--- config.mk ---
export PLATFORM = sky130hd
export DESIGN_NAME = gbu_fifo
export DESIGN_NICKNAME = d
export VERILOG_FILES = /design/src/rtl/grid_bilinear_upsample_2x_unit_defines.svh /design/src/rtl/gbu_fifo.sv
export SDC_FILE = /design/constraint.sdc
export NUM_CORES = 1
export LEC_CHECK = 0
export BUFFER_PORTS_ARGS = -buffer_cell sky130_fd_sc_hd__clkbuf_2
export CAP_MARGIN = 10
export CORE_ASPECT_RATIO = 1.4
export CORE_MARGIN = 3
export CORE_UTILIZATION = 60
export CTS_CLUSTER_SIZE = 12
export DETAILED_ROUTE_END_ITERATION = 7
export GPL_ROUTABILITY_DRIVEN = 0
export GPL_TIMING_DRIVEN = 0
export PLACE_DENSITY = 0.8
export SYNTH_ARGS = -nofsm -noshare
export SYNTH_HDL_FRONTEND = slang
export SYNTH_SLANG_ARGS = --single-unit
--- constraint.sdc ---
create_clock -name clk -period 3.25 [get_ports clk]
set_input_delay 0.65 -clock clk [delete_from_list [all_inputs] [get_ports clk]]
set_output_delay 0.65 -clock clk [all_outputs]
set_load 0.01 [all_outputs]
--- src/rtl/grid_bilinear_upsample_2x_unit_defines.svh ---
// ----------------------------------------------------------------------------
// Grid bilinear 2x upsampler: assertion macros
// Shared concurrent assertion forms, clocked on clk and off during reset.
// ----------------------------------------------------------------------------
`ifndef GRID_BILINEAR_UPSAMPLE_2X_UNIT_DEFINES_SVH
`define GRID_BILINEAR_UPSAMPLE_2X_UNIT_DEFINES_SVH

// check a consequent in the same cycle
`define GBU_ASSERT_IMPLIES(lbl, ante, cons, msg) \
  lbl: assert property (@(posedge clk) disable iff (!rst_n) (ante) |-> (cons)) else $error(msg);

// check a consequent in the next cycle
`define GBU_ASSERT_NEXT(lbl, ante, cons, msg) \
  lbl: assert property (@(posedge clk) disable iff (!rst_n) (ante) |=> (cons)) else $error(msg);

`endif

--- src/rtl/gbu_fifo.sv ---
// ----------------------------------------------------------------------------
// Grid bilinear 2x upsampler: work queue
// Small register queue between the front classifier and the back end.
// ----------------------------------------------------------------------------
module gbu_fifo #(
  parameter int W     = 64,
  parameter int DEPTH = 4
) (
  input  logic         clk,
  input  logic         rst_n,
  input  logic         push_valid,
  output logic         push_ready,
  input  logic [W-1:0] push_data,
  output logic         pop_valid,
  input  logic         pop,
  output logic [W-1:0] pop_data
);

  localparam int AW   = (DEPTH > 1) ? $clog2(DEPTH) : 1;
  localparam int CNTW = $clog2(DEPTH + 1);

  logic [W-1:0]    store_r [DEPTH];
  logic [AW-1:0]   wr_ptr_r, rd_ptr_r;
  logic [CNTW-1:0] cnt_r;
  logic            do_push, do_pop;

  assign push_ready = (cnt_r != CNTW'(DEPTH));
  assign pop_valid  = (cnt_r != '0);
  assign do_push    = push_valid && push_ready;
  assign do_pop     = pop && pop_valid;
  assign pop_data   = store_r[rd_ptr_r];

  always_ff @(posedge clk) begin
    if (do_push) begin
      store_r[wr_ptr_r] <= push_data;
    end
  end

  always_ff @(posedge clk) begin
    if (!rst_n) begin
      wr_ptr_r <= '0;
      rd_ptr_r <= '0;
      cnt_r    <= '0;
    end else begin
      if (do_push) begin
        wr_ptr_r <= (wr_ptr_r == AW'(DEPTH - 1)) ? '0 : wr_ptr_r + AW'(1);
      end
      if (do_pop) begin
        rd_ptr_r <= (rd_ptr_r == AW'(DEPTH - 1)) ? '0 : rd_ptr_r + AW'(1);
      end
      if (do_push && !do_pop) begin
        cnt_r <= cnt_r + CNTW'(1);
      end else if (do_pop && !do_push) begin
        cnt_r <= cnt_r - CNTW'(1);
      end
    end
  end

endmodule

Word-level counts from Yosys, hierarchy flattened

Memory sizes are Yosys's and may differ from the RTL's. A register that Yosys moved wholly into a read port is not among the register bits.
Index checks and enable logic that the tools add are counted.
W data, S select, Z words.

Memories: 1
RAM bits: 256
Bits in registers: 7

Memories:

| memory  | depth | width | read ports | clocked after Yosys merged registers in | write ports | line           | source |
|---|---|---|---|---|---|---|---|
| store_r | 4     | 64    | 1          | 1                                       | 1           | gbu_fifo.sv:22 | `logic [W-1:0] store_r [DEPTH];` |

Equal/unequal tests: 3
Multiplexer cells: 8
$add $sub $neg: 4
Reduce and logical (&&, ||, !) cells: 8

Operators by type and width:

| operator              | count |
|---|---|
| $mux W2               | 4 |
| $mux W3               | 2 |
| $add A2 B1 Y2 const B | 2 |
| $eq A2 B2 Y1 const B  | 2 |
| $logic_and A1 B1 Y1   | 4 |
| $add A3 B1 Y3 const B | 1 |
| $ne A3 B3 Y1 const B  | 1 |
| $reduce_bool A3 Y1    | 1 |
| $sub A3 B1 Y3 const B | 1 |
| $logic_not A1 Y1      | 2 |
| $mux W1               | 2 |
| $reduce_bool A2 Y1    | 1 |

Depth between registers and ports, before layout

Word-level depth: 6
Gate-level depth with buffers: 9

Worst setup path after synthesis

OpenSTA, ideal clock, no wires.

Path kind: input to register
Start point: input port pop
End point: register cnt_r[2]
Path buffers: 0
Stages on the path: 7
Path slack: 1041 ps
Data arrival time: 2133 ps
Cells stage by stage: o31ai_1 ha_1 inv_1 fa_1 xor2_1 or3_2 a21boi_0

Word-level cells in the longest chain between the ends: 4
Elaborated cells between the ends (all ways): 6

RTL lines:

| what                                                 | line           | source |
|---|---|---|
| start, declared                                      | gbu_fifo.sv:15 | `input logic pop,` |
| $logic_and A1 B1 Y1 (*)                              | gbu_fifo.sv:30 | `assign do_pop = pop && pop_valid;` |
| $logic_not A1 Y1                                     | gbu_fifo.sv:51 | `if (do_push && !do_pop) begin` |
| $logic_and A1 B1 Y1                                  | gbu_fifo.sv:51 |  |
| $mux W3 / $reduce_bool A2 Y1 (equally long branches) | -              |  |
| end signal, assigned                                 | gbu_fifo.sv:52 | `cnt_r <= cnt_r + CNTW'(1);` |
| end signal, assigned                                 | gbu_fifo.sv:54 | `cnt_r <= cnt_r - CNTW'(1);` |
| end, declared                                        | gbu_fifo.sv:24 | `logic [CNTW-1:0] cnt_r;` |

Every way passes the cells marked *; elsewhere a longest branch is shown, timed or not.
A chain may end at the register's enable or synchronous reset.

==> flow_summary_export.csv <==
group,metric,value,unit
global_routing,gr-total-overflow,0,
place,placed_area,10700,µm²
timing,setup_viol,0,
flow_run,maxCapViolations,0,
layout,fin_area,11500,µm²
synth,synth_area,9700,µm²
detailed_routing,wl_per_cell,22.1,µm
detailed_routing,wl,16700,µm
synth,ys.warnings.count,0,
power,power.static_leakage,3.90,nW
cts,ctsHoldBuffers,0,
timing,fin_ws,0.408,ns
cts,post_cts_buffers,0,
global_routing,grt_max_degree,48,
timing,slew_headroom,56.3,%
timing,fmax,352,MHz
place,detailed_place_hpwl,10300,µm
layout,layoutNonFillerInstCount,756,
timing,fin_worst_skew,0.0161,ns
layout,multi_input_area,1740,µm²
global_routing,grt_pass1_vias,4808,
global_routing,grt.total_usage,19.5,%
synth,syn_area_per_cell,25.2,µm²
layout,num_antenna_cells,0,
synth,yosys.area_share.simple,1.21,%
place,post-place-ws,0.713,ns
floorplan,die_h,156,µm
cts,numCtsBuffers,26,
cts,clock_sinks,265,
timing,worst_slew_pin_slew,0.656,ns
detailed_routing,postRouteAntennaNets,0,
detailed_routing,vias,4453,
cts,cts_buffer_depth,3,
critical_path,critPathLaunchType,"flip-flop",
floorplan,start_util,61.6,%
synth,synth_top_family_by_area,"multiplexers",
synth,synth_compound_area_share,0.361,%
synth,synthMuxAreaShare,15.1,%
synth,yosysSeqAreaShare,81.1,%
worst_hold_path,hold_class,"in -> reg",
critical_path,critPathMaxFanout,10,
critical_path,worstSetupEndpointType,"output port",
timing,min_period,2.84,ns
power,p_total,8.78,mW
detailed_routing,drt_iter0_drc,221,
cts,cts_repair_resize_count,0,
layout,seq_area,7870,µm²
synth,syn_nets,460,
floorplan,rows,54,
cts,clkTransAtPathRegs,0.06,ns
synth,synthXorXnorAreaFrac,0.181,%
outcome,outcome,"finished clean",
floorplan,core_area,15700,µm²
place,port_buffers,133,
power,vdd_ir_drop_max,634,µV
critical_path,crit_required,2.60,ns
critical_path,worstSetupPathType,"reg -> out",
layout,drive_above_1_share,43.8,%
detailed_routing,drc,0,
synth,ys_seq_elements,265,
timing,slew_violations,0,
timing,tns,0,ns
layout,fillers,896,
floorplan,num_io_pins,134,
synth,synth_cells,385,
timing,period_share,87.4,%
synth,synthAdderAreaFrac,0.981,%
synth,synth.distinct_cells,28,
layout,layout.nets,625,
cts,root_buffer,"clkbuf_16",
cts,clock_latency,0.51,ns
detailed_routing,vias_per_cell,5.89,
power,power_density,766,nW/µm²
layout,area_growth,18.2,%
global_routing,grt_pass1_wl,26300,µm
place,place_inst,718,
critical_path,arrival,2.19,ns
floorplan,die_area,17700,µm²
global_routing,antenna_found_initial,0,
detailed_routing,dr.pass1.iters,4,
cts,htreeDepth,1,
floorplan,die_x,113,µm
cts,cts_tree,"done",
timing,rsz0062_at_grt,"false",
timing,hold_violations,0,
flip-flops by register name, summed over array words and instances, names as in the netlist, named ones only:
register  cells
store_r     256
cnt_r         3
rd_ptr_r      2
wr_ptr_r      2
worst max-delay path, stage by stage (launching register included):
cell and delay (ns):
dfxtp_1 0.31, buf_2 0.25, buf_1 0.54, mux4_2 0.43
clkbuf_2 0.15
Yosys cell counts:
cell type / n / area, µm²
xor2_1: 1 / 8.76
o21ai_1: 1 / 5.00
ha_1: 6 / 75.1
or3_2: 2 / 15.0
and3_2: 4 / 30.0
nand2_1: 5 / 18.8
fa_1: 1 / 20.0
mux4_2: 64 / 1440
inv_1: 3 / 11.3
buf_4: 6 / 45.0
buf_6: 1 / 11.3
o31ai_1: 1 / 7.51
or3b_1: 1 / 8.76
nor2_1: 2 / 7.51
dfxtp_1: 9 / 180
nand3_1: 2 / 10.0
xnor2_1: 1 / 8.76
nor2b_1: 1 / 6.26
buf_1: 5 / 18.8
nand4_1: 1 / 6.26
o21ai_0: 3 / 15.0
mux2i_1: 2 / 20.0
a21boi_0: 1 / 7.51
and2_4: 1 / 8.76
edfxtp_1: 256 / 7690
and2_1: 1 / 6.26
clkbuf_1: 2 / 7.51
buf_2: 2 / 10.0
routing by layer:
| metal | vias to the layer above | share of wire (%) | track usage (%) |
|---|---|---|---|
| met5 | - | 0 | 0 |
| met4 | 0 | 3.1 | 7.50 |
| met3 | 43 | 5.5 | 4.14 |
| met2 | 143 | 54 | 33.2 |
| met1 | 2297 | 37 | 24.9 |
| li1 | 1970 | - | - |
metrics by stage:
stage | hold slack [ns] | util [%]
final | 0.355 | 72.8
after global routing | 0.347 | 72.8
after CTS | 0.340 | 72.8
after detailed placement | 0.507 | 68.2
after global placement | 0.477 | 67.4
after floorplan | 0.468 | -
power breakdown:
part	internal (mW)	leakage (nW)	switching (mW)
logic	0.934	1.13	1.01
clock network	1.50	0.351	1.09
registers	4.14	2.42	0.101
worst paths after layout:
check / depth (start not counted) / slack (ns) / end / start
max: 4 / 0.41 / pop_data[53] / flip-flop
min: 1 / 0.36 / store_r[1][41]$_DFFE_PP_ / push_data[41]
max reg2reg: 7 / 0.78 / cnt_r[2]$_SDFFE_PN0P_ / cnt_r[0]$_SDFFE_PN0P_
min reg2reg: 2 / 0.50 / wr_ptr_r[1]$_SDFFE_PN0P_ / wr_ptr_r[1]$_SDFFE_PN0P_
area by class of cell:
class	instances	share of cell area, %
plain buffers	16	0.808
clock inverters	1	0.0983
clock buffers	37	6.22
well taps	196	2.14
repair buffers	137	6.77
multi-input cells	101	15.2
inverters	3	0.0983
flip-flops and latches	265	68.7
kinds of logic after synthesis:
group | Yosys count
flops | 265
buf+inv | 19
mux | 66
fa+ha+maj | 7
compound gates | 6
simple gates | 20
xor+xnor | 2
cell usage in the layout (no fill, tap or decap), drive strengths merged:
master  netlist  layout
nor2b         1       1
mux4         64      64
clkbuf        2     172
nand2         5       5
mux2i         2       2
or3b          1       1
or3           2       2
and3          4       4
xor2          1       1
buf          14      18
dfxtp         9       9
nand3         2       2
o31ai         1       1
edfxtp      256     256
fa            1       1
o21ai         4       4
a21boi        1       1
and2          2       2
inv           3       4
xnor2         1       1
nor2          2       2
ha            6       6
nand4         1       1
Power figures use the tool's default switching activity.
