===== src/rtl/grid_bilinear_upsample_2x_unit_defines.svh =====
// ----------------------------------------------------------------------------
// Grid bilinear 2x upsampler: assertion macros
// Shared concurrent assertion forms, clocked on clk and off during reset.
// ----------------------------------------------------------------------------
`ifndef GRID_BILINEAR_UPSAMPLE_2X_UNIT_DEFINES_SVH
`define GRID_BILINEAR_UPSAMPLE_2X_UNIT_DEFINES_SVH

// check a consequent in the same cycle
`define GBU_ASSERT_IMPLIES(lbl, ante, cons, msg) \
  lbl: assert property (@(posedge clk) disable iff (!rst_n) (ante) |-> (cons)) else $error(msg);

// check a consequent in the next cycle
`define GBU_ASSERT_NEXT(lbl, ante, cons, msg) \
  lbl: assert property (@(posedge clk) disable iff (!rst_n) (ante) |=> (cons)) else $error(msg);

`endif


===== src/rtl/gbu_pkg.sv =====
// ----------------------------------------------------------------------------
// Grid bilinear 2x upsampler: package
// Shared constants, tap codes, per-item tag type and weight helpers.
// ----------------------------------------------------------------------------
package gbu_pkg;

  localparam int COORD_W       = 9;
  localparam int CFG_W         = 9;
  localparam int GRID_SIZE_RST = 16;
  localparam int MIN_SIDE      = 2;
  localparam int ROUND_BIAS    = 8;
  localparam int ROUND_SHIFT   = 4;

  typedef enum logic [1:0] {
    TAP_PREV_NEAR = 2'd0,
    TAP_CUR_NEAR  = 2'd1,
    TAP_END       = 2'd2
  } tap_t;

  typedef struct packed {
    logic [2:0] w_prev;
    logic [2:0] w_cur;
  } tap_w_t;

  typedef struct packed {
    logic [COORD_W-1:0] row_base;
    logic [COORD_W-1:0] col_base;
    logic               row_first;
    logic               row_last;
    logic               col_first;
    logic               col_last;
    logic               frame_end;
  } pos_tag_t;

  function automatic tap_w_t tap_weights(input logic first, input tap_t k);
    tap_w_t w;
    w.w_prev = 3'd0;
    w.w_cur  = 3'd4;
    if (!first) begin
      unique case (k)
        TAP_PREV_NEAR: begin
          w.w_prev = 3'd3;
          w.w_cur  = 3'd1;
        end
        TAP_CUR_NEAR: begin
          w.w_prev = 3'd1;
          w.w_cur  = 3'd3;
        end
        default: begin
          w.w_prev = 3'd0;
          w.w_cur  = 3'd4;
        end
      endcase
    end
    return w;
  endfunction

  function automatic tap_t next_tap(input tap_t k);
    tap_t n;
    unique case (k)
      TAP_PREV_NEAR: n = TAP_CUR_NEAR;
      TAP_CUR_NEAR:  n = TAP_END;
      default:       n = TAP_PREV_NEAR;
    endcase
    return n;
  endfunction

  function automatic logic tap_is_last(input logic first, input logic last, input tap_t k);
    return first || (last ? (k == TAP_END) : (k == TAP_CUR_NEAR));
  endfunction

endpackage


===== src/rtl/gbu_back.sv =====
// ----------------------------------------------------------------------------
// Grid bilinear 2x upsampler: back end
// Walks the row and column taps of one entry and emits one weighted,
// rounded result per cycle, unless the output stalls, through an output register.
// ----------------------------------------------------------------------------
module gbu_back import gbu_pkg::*; #(
  parameter int SAMPLE_BITS = 16
) (
  input  logic                          clk,
  input  logic                          rst_n,
  input  logic                          pop_valid,
  output logic                          pop,
  input  pos_tag_t                      pop_tag,
  input  logic [4*SAMPLE_BITS-1:0]      pop_data,
  output logic                          out_valid,
  input  logic                          out_ready,
  output logic [COORD_W-1:0]            out_row,
  output logic [COORD_W-1:0]            out_col,
  output logic signed [SAMPLE_BITS-1:0] out_value,
  output logic                          out_last_of_run,
  output logic                          out_frame_done
);

  localparam int SB   = SAMPLE_BITS;
  localparam int SUMW = SAMPLE_BITS + 6;

  logic                  busy_r, out_valid_r;
  pos_tag_t              cur_tag_r;
  logic [4*SB-1:0]       cur_data_r;
  tap_t                  a_r, b_r;
  tap_w_t                rw, cw;
  logic [4:0]            w_ul, w_up, w_left, w_x;
  logic signed [SB-1:0]  s_x, s_left, s_ul, s_up;
  logic signed [SUMW-1:0] sum, rnd;
  logic                  last_a, last_b, last_run, emit;

  assign s_x    = $signed(cur_data_r[4*SB-1:3*SB]);
  assign s_left = $signed(cur_data_r[3*SB-1:2*SB]);
  assign s_ul   = $signed(cur_data_r[2*SB-1:SB]);
  assign s_up   = $signed(cur_data_r[SB-1:0]);

  assign rw     = tap_weights(cur_tag_r.row_first, a_r);
  assign cw     = tap_weights(cur_tag_r.col_first, b_r);
  assign w_ul   = 5'(rw.w_prev) * 5'(cw.w_prev);
  assign w_up   = 5'(rw.w_prev) * 5'(cw.w_cur);
  assign w_left = 5'(rw.w_cur) * 5'(cw.w_prev);
  assign w_x    = 5'(rw.w_cur) * 5'(cw.w_cur);

  assign sum = SUMW'(s_ul)   * SUMW'($signed({1'b0, w_ul}))
             + SUMW'(s_up)   * SUMW'($signed({1'b0, w_up}))
             + SUMW'(s_left) * SUMW'($signed({1'b0, w_left}))
             + SUMW'(s_x)    * SUMW'($signed({1'b0, w_x}));
  assign rnd = (sum + SUMW'(ROUND_BIAS)) >>> ROUND_SHIFT;

  assign last_a   = tap_is_last(cur_tag_r.row_first, cur_tag_r.row_last, a_r);
  assign last_b   = tap_is_last(cur_tag_r.col_first, cur_tag_r.col_last, b_r);
  assign last_run = last_a && last_b;
  assign emit     = busy_r && (!out_valid_r || out_ready);
  assign pop      = pop_valid && (!busy_r || (emit && last_run));
  assign out_valid = out_valid_r;

  always_ff @(posedge clk) begin
    if (pop) begin
      cur_tag_r  <= pop_tag;
      cur_data_r <= pop_data;
    end
    if (emit) begin
      out_row         <= cur_tag_r.row_base + COORD_W'(a_r);
      out_col         <= cur_tag_r.col_base + COORD_W'(b_r);
      out_value       <= rnd[SB-1:0];
      out_last_of_run <= last_run;
      out_frame_done  <= last_run && cur_tag_r.frame_end;
    end
  end

  always_ff @(posedge clk) begin
    if (!rst_n) begin
      busy_r      <= 1'b0;
      out_valid_r <= 1'b0;
      a_r         <= TAP_PREV_NEAR;
      b_r         <= TAP_PREV_NEAR;
    end else begin
      if (emit) begin
        out_valid_r <= 1'b1;
      end else if (out_ready) begin
        out_valid_r <= 1'b0;
      end
      if (pop) begin
        busy_r <= 1'b1;
        a_r    <= TAP_PREV_NEAR;
        b_r    <= TAP_PREV_NEAR;
      end else if (emit) begin
        if (last_run) begin
          busy_r <= 1'b0;
          a_r    <= TAP_PREV_NEAR;
          b_r    <= TAP_PREV_NEAR;
        end else if (last_b) begin
          b_r <= TAP_PREV_NEAR;
          a_r <= next_tap(a_r);
        end else begin
          b_r <= next_tap(b_r);
        end
      end
    end
  end

endmodule


===== config.mk =====
export PLATFORM = sky130hd
export DESIGN_NAME = gbu_back
export DESIGN_NICKNAME = d
export VERILOG_FILES = /design/src/rtl/grid_bilinear_upsample_2x_unit_defines.svh /design/src/rtl/gbu_pkg.sv /design/src/rtl/gbu_back.sv
export SDC_FILE = /design/constraint.sdc
export NUM_CORES = 1
export LEC_CHECK = 0
export ABC_AREA = 0
export ABC_CLOCK_PERIOD_IN_PS = 12000
export BUFFER_PORTS_ARGS = -buffer_cell sky130_fd_sc_hd__buf_2
export CORE_MARGIN = 2
export CORE_UTILIZATION = 55
export DETAILED_ROUTE_END_ITERATION = 10
export PLACE_DENSITY = 0.8
export REMOVE_ABC_BUFFERS = 1
export SLEW_MARGIN = 25
export SYNTH_ARGS = -nofsm -noshare
export SYNTH_HDL_FRONTEND = slang
export SYNTH_SLANG_ARGS = --single-unit

===== constraint.sdc =====
create_clock -name clk -period 12 [get_ports clk]
set_input_delay 0 -clock clk [delete_from_list [all_inputs] [get_ports clk]]
set_output_delay 0 -clock clk [all_outputs]
set_load 0.02 [all_outputs]

# [After elaboration in Yosys (flattened, before gate mapping)]
# Index checks and enable logic that the tools add are counted.
[word_totals] word_cells=73 ff_bits=129 input_bits=91
[op_classes] add_sub_neg=6 bitwise=1 n_mux=17 n_eq_ne=4 multipliers=8 n_reduce_logical=20
[op_table] operator="16-bit by 6-bit multiplier with 20-bit output" n=4
[op_table] operator="20-bit adder" n=3
[op_table] operator="20-bit by 5-bit adder with 20-bit output (second input constant)" n=1
[op_table] operator="3-bit by 3-bit multiplier with 5-bit output" n=4
[op_table] operator="5-bit one-hot mux with 2 select lines" n=2
[op_table] operator="9-bit by 2-bit adder with 9-bit output" n=2
[op_table] operator="2-bit 2-to-1 mux" n=4
[op_table] operator="2-bit one-hot mux with 2 select lines" n=2
[op_table] operator="2-bit nonzero test" n=4
[op_table] operator="1-bit 2-to-1 mux" n=7
[op_table] operator="6-bit 2-to-1 mux" n=1
[op_table] operator="1-bit logical AND" n=5
[op_table] operator="5-bit 2-to-1 mux" n=1
[op_table] operator="2-bit by 1-bit == test with 1-bit output (second input constant)" n=2
[op_table] operator="2-bit == test (second input constant)" n=2
[op_table] operator="2-bit logical NOT" n=2
[op_table] operator="1-bit logical OR" n=4
[op_table] operator="2-bit AND reduction" n=2
[op_table] operator="1-bit logical NOT" n=2
[op_table] operator="2-bit OR reduction" n=1
[op_table] operator="1-bit inverter" n=1

# [Depth between registers and ports, before layout]
[logic_depth] ltp_word=9 ltp_mapped=34 depth_no_buf=32

# [Worst setup path after synthesis]
# No wires, ideal clock.
[synth_path] kind="flip-flop to flip-flop" start="register cur_tag_r[2] in the netlist's numbering" end="register out_value[15] (data pin)" path_stages_with_launch=31 slack_ps=3574 synth_period_minus_slack_ps=8426 t_arrival_ps=8164 cell_sequence="edfxtp_1 -> nor2_1 -> clkbuf_1 -> clkbuf_1 -> nand2_1 -> fa_1 -> inv_1 -> ha_1 -> fa_1 -> xnor2_1 -> xnor2_1 -> clkbuf_1 -> and2_1 -> ha_1 -> fa_1 -> fa_1 -> fa_1 -> fa_1 -> fa_1 -> inv_1 -> fa_1 -> inv_1 -> ha_1 -> a21o_1 -> a21o_1 -> or4_1 -> o22a_1 -> o21ai_4 -> o31ai_4 -> o31ai_1 -> xnor2_1"
[synth_between] elab_chain_cells=7 elab_cells_between_ends=13
[synth_rtl] item="from (decl)" line="gbu_back.sv:28" text="pos_tag_t cur_tag_r;"
[synth_rtl] item="from (signal assigned)" line="gbu_back.sv:64" text="cur_tag_r <= pop_tag;"
[synth_rtl] item="5-bit 2-to-1 mux *" line="gbu_pkg.sv:39" text="if (!first) begin"
[synth_rtl] item="3-bit by 3-bit multiplier with 5-bit output, on equally long branches" line="gbu_back.sv:44, gbu_back.sv:45"
[synth_rtl] item="16-bit by 6-bit multiplier with 20-bit output, on equally long branches" line="gbu_back.sv:49, gbu_back.sv:50"
[synth_rtl] item="20-bit adder" line="gbu_back.sv:50" text="+ SUMW'(s_up) * SUMW'($signed({1'b0, w_up}))"
[synth_rtl] item="20-bit adder" line="gbu_back.sv:51" text="+ SUMW'(s_left) * SUMW'($signed({1'b0, w_left}))"
[synth_rtl] item="20-bit adder *" line="gbu_back.sv:52" text="+ SUMW'(s_x) * SUMW'($signed({1'b0, w_x}));"
[synth_rtl] item="20-bit by 5-bit adder with 20-bit output *" line="gbu_back.sv:53" text="assign rnd = (sum + SUMW'(ROUND_BIAS)) >>> ROUND_SHIFT;"
[synth_rtl] item="net rnd[15]" line="gbu_back.sv:34" text="logic signed [SUMW-1:0] sum, rnd;"
[synth_rtl] item="to (signal assigned)" line="gbu_back.sv:70" text="out_value <= rnd[SB-1:0];"
[synth_rtl] item="to (decl)" line="gbu_back.sv:19" text="output logic signed [SAMPLE_BITS-1:0] out_value,"
# The timed path passes the listed nets; every way through them passes the cells marked *.
# A chain may end at the register's enable or synchronous reset.

# [Final worst setup path]
# Same ends and word-level chain as after synthesis.

==> results.ini <==
[outcome]
outcome=completed

[final_layout]
drive_gt1_frac=0.111
fill_cells=2041
design_area_um2=17900
fin_cells=2010
final_cell_mix=363 x inv_1, 276 x fa_1, 186 x and2_1
final_net_count=2105
final_common_cell=inv_1
area_growth_pct=16.9

[setup_path]
critical-path-top-delay-family=adder cells
start_kind=flip-flop
path_class=reg2reg
required_ns=12.19
critPathMaxFanout=47
cp_num_buf_inv=6
critPathSlowestCell=fa_1
cpMostUsedCell=fa_1
crit_path_end_kind=flip-flop
cp.arrival_ns=9.34
cp_slowest_stage_delay_ns=1.05

[yosys]
syn_avg_cell_area_um2=10.9
async_flop_share=0
synth_cell_type_count=44
ys.flop_type=edfxtp_1
ys_top_cells_by_area=fa_1 36%, edfxtp_1 24%, ha_1 9.8%
synth_top_cell_by_area=fa_1
ys.warnings.count=0
syn-cell-area_um2=15300
synthCells=1403
yosysTopAreaCellShare=0.361
ys_seq_area_frac=0.249
ys_seq_elements=129
synth-edff-count=123

[clock_network]
numCtsBuffers=17
root_buffer=clkbuf_16
clock_path_buffers=2
cts.sinks=129
cts_max_level=4
clk_pin_slew_ns=0.06
cts.repair.resized=0
cts_tree=yes
clk_latency_ns=0.45

[timing]
slew_headroom=0.413
min_period_over_period=0.762
rsz0062_at_grt=false
hold_viol=0
clock.fmax_mhz=109
finalSetupViolCount=0
tightest_slew_ns=0.877
fin_tns_setup_ns=0
worst_clock_skew_ns=0.0147
slew_viol_final=0
finalCriticalPeriod_ns=9.15

[routing]
wirelength_um=34900
drt_iter0_markers=520
routedWlPerCell_um=17.4
wl_met1_um=12600
route.met3.wl_um=1950
ant_nets=0
wl_met2_um=18700
vias=10258
vias_per_cell=5.10
dr.pass1.iters=7
drc=0
top_layer=met4

[floorplan]
dieWidth_um=171
ios=129
start_util=0.555
die_h_um=171
core_um2=27600
rows=61
die_area_um2=29200

[global_routing]
antenna_found_initial=1
global_route.usage.total=0.260
grt_max_degree=77
grt_pass1_wl_um=57300
first_global_vias=11682
overflow=0

[placed_design]
dp_cells=1886
place_area_um2=16400
dp_hpwl_um=26000
port_buffers=128
gp_congestion=0.876

[power]
p_total_uw=3360
powerDensity_nw_per_um2=188
vdd_ir_drop_max_v=0.000138
p_leak_uw=0.00856

[min_path]
hp-class=in2reg

[job]
max-cap-violations=0

-- layer usage --
| metal | up-vias | global-route usage |
|---|---|---|
| met4 | 0 | 0.125 |
| met3 | 118 | 0.0530 |
| met2 | 325 | 0.471 |
| met5 | - | 0 |
| met1 | 5175 | 0.292 |
| li1 | 4640 | - |
-- sequential cells by signal (all words and copies together), names as in the netlist --
name             count
cur_data_r          64
cur_tag_r           23
out_frame_done       1
out_valid            1
out_col              9
out_last_of_run      1
busy_r               1
b_r                  2
out_row              9
out_value           16
a_r                  2
-- cells by family (layout without fill, tap and decap cells) --
family,after synthesis,after routing,share of synthesized area
AO/OA/AOI/OAI,37,37,0.0182
XOR/XNOR,59,59,0.0338
adder cells (fa/ha/maj),396,396,0.459
buffers and inverters,393,621,0.0969
flip-flops,129,129,0.249
other,0,1,0
AND/OR/NAND/NOR,389,389,0.142
-- cell type report --
cell class / instances / area [um^2] / area share
antenna: 1 / 2.50 / 0.000140
clock buffer: 18 / 439 / 0.0246
clock inverter: 14 / 169 / 0.00945
inverter: 364 / 1370 / 0.0764
multi-input combinational: 881 / 10000 / 0.560
sequential: 129 / 3810 / 0.213
tap: 378 / 473 / 0.0265
timing repair buffer: 225 / 1600 / 0.0895
-- what timing repair did --
action,4_1_cts,5_1_grt
endpoints found under the hold margin,93,0
hold buffers,91,0
setup buffers,0,0
-- synthesized netlist by cell type, types with 4 or more instances --
master	count
inv_1	364
fa_1	276
and2_1	187
edfxtp_1	123
ha_1	120
nand2_1	86
and3_1	44
xnor2_1	44
clkbuf_1	27
nor2_1	24
xor2_1	15
nand2b_1	13
a21oi_1	12
nor2b_1	10
dfxtp_1	6
nor3_1	6
a21o_1	5
a211oi_1	4
nand3_1	4
o21a_1	4
-- power breakdown --
group          switching (uW)  internal (uW)
Sequential               31.1            651
Clock                     237            319
Combinational            1190            939
Total                    1450           1910
-- worst register-to-register path, delay by kind of cell (launching register included) --
| family | cells | cell delay, ns |
|---|---|---|
| XOR/XNOR | 1 | 0.09 |
| buffers and inverters | 6 | 0.68 |
| AND/OR/NAND/NOR | 5 | 1.25 |
| adder cells (fa/ha/maj) | 11 | 5.21 |
| flip-flops | 1 | 0.50 |
| AO/OA/AOI/OAI | 6 | 1.17 |
-- path summary, 6_finish.rpt --
kind                startpoint              to  slack [ns]  depth (start not counted)
hold / removal       out_ready          b_r[0]        0.19                          5
hold reg to reg   cur_tag_r[0]  out_frame_done        0.52                          1
setup / recovery  cur_tag_r[2]   out_value[15]        2.85                         29
setup reg to reg  cur_tag_r[2]   out_value[15]        2.85                         29
-- per-stage QoR --
step                hold slack (ns)   util  setup slack (ns)
floorplan                    0.0989      -              2.73
global placement              0.177  0.593              3.17
detailed placement            0.178  0.593              2.92
CTS                          0.0727  0.649              2.89
global route                  0.200  0.649              2.50
finish                        0.194  0.649              2.85
Note: power is estimated with default switching activity, not from simulation.
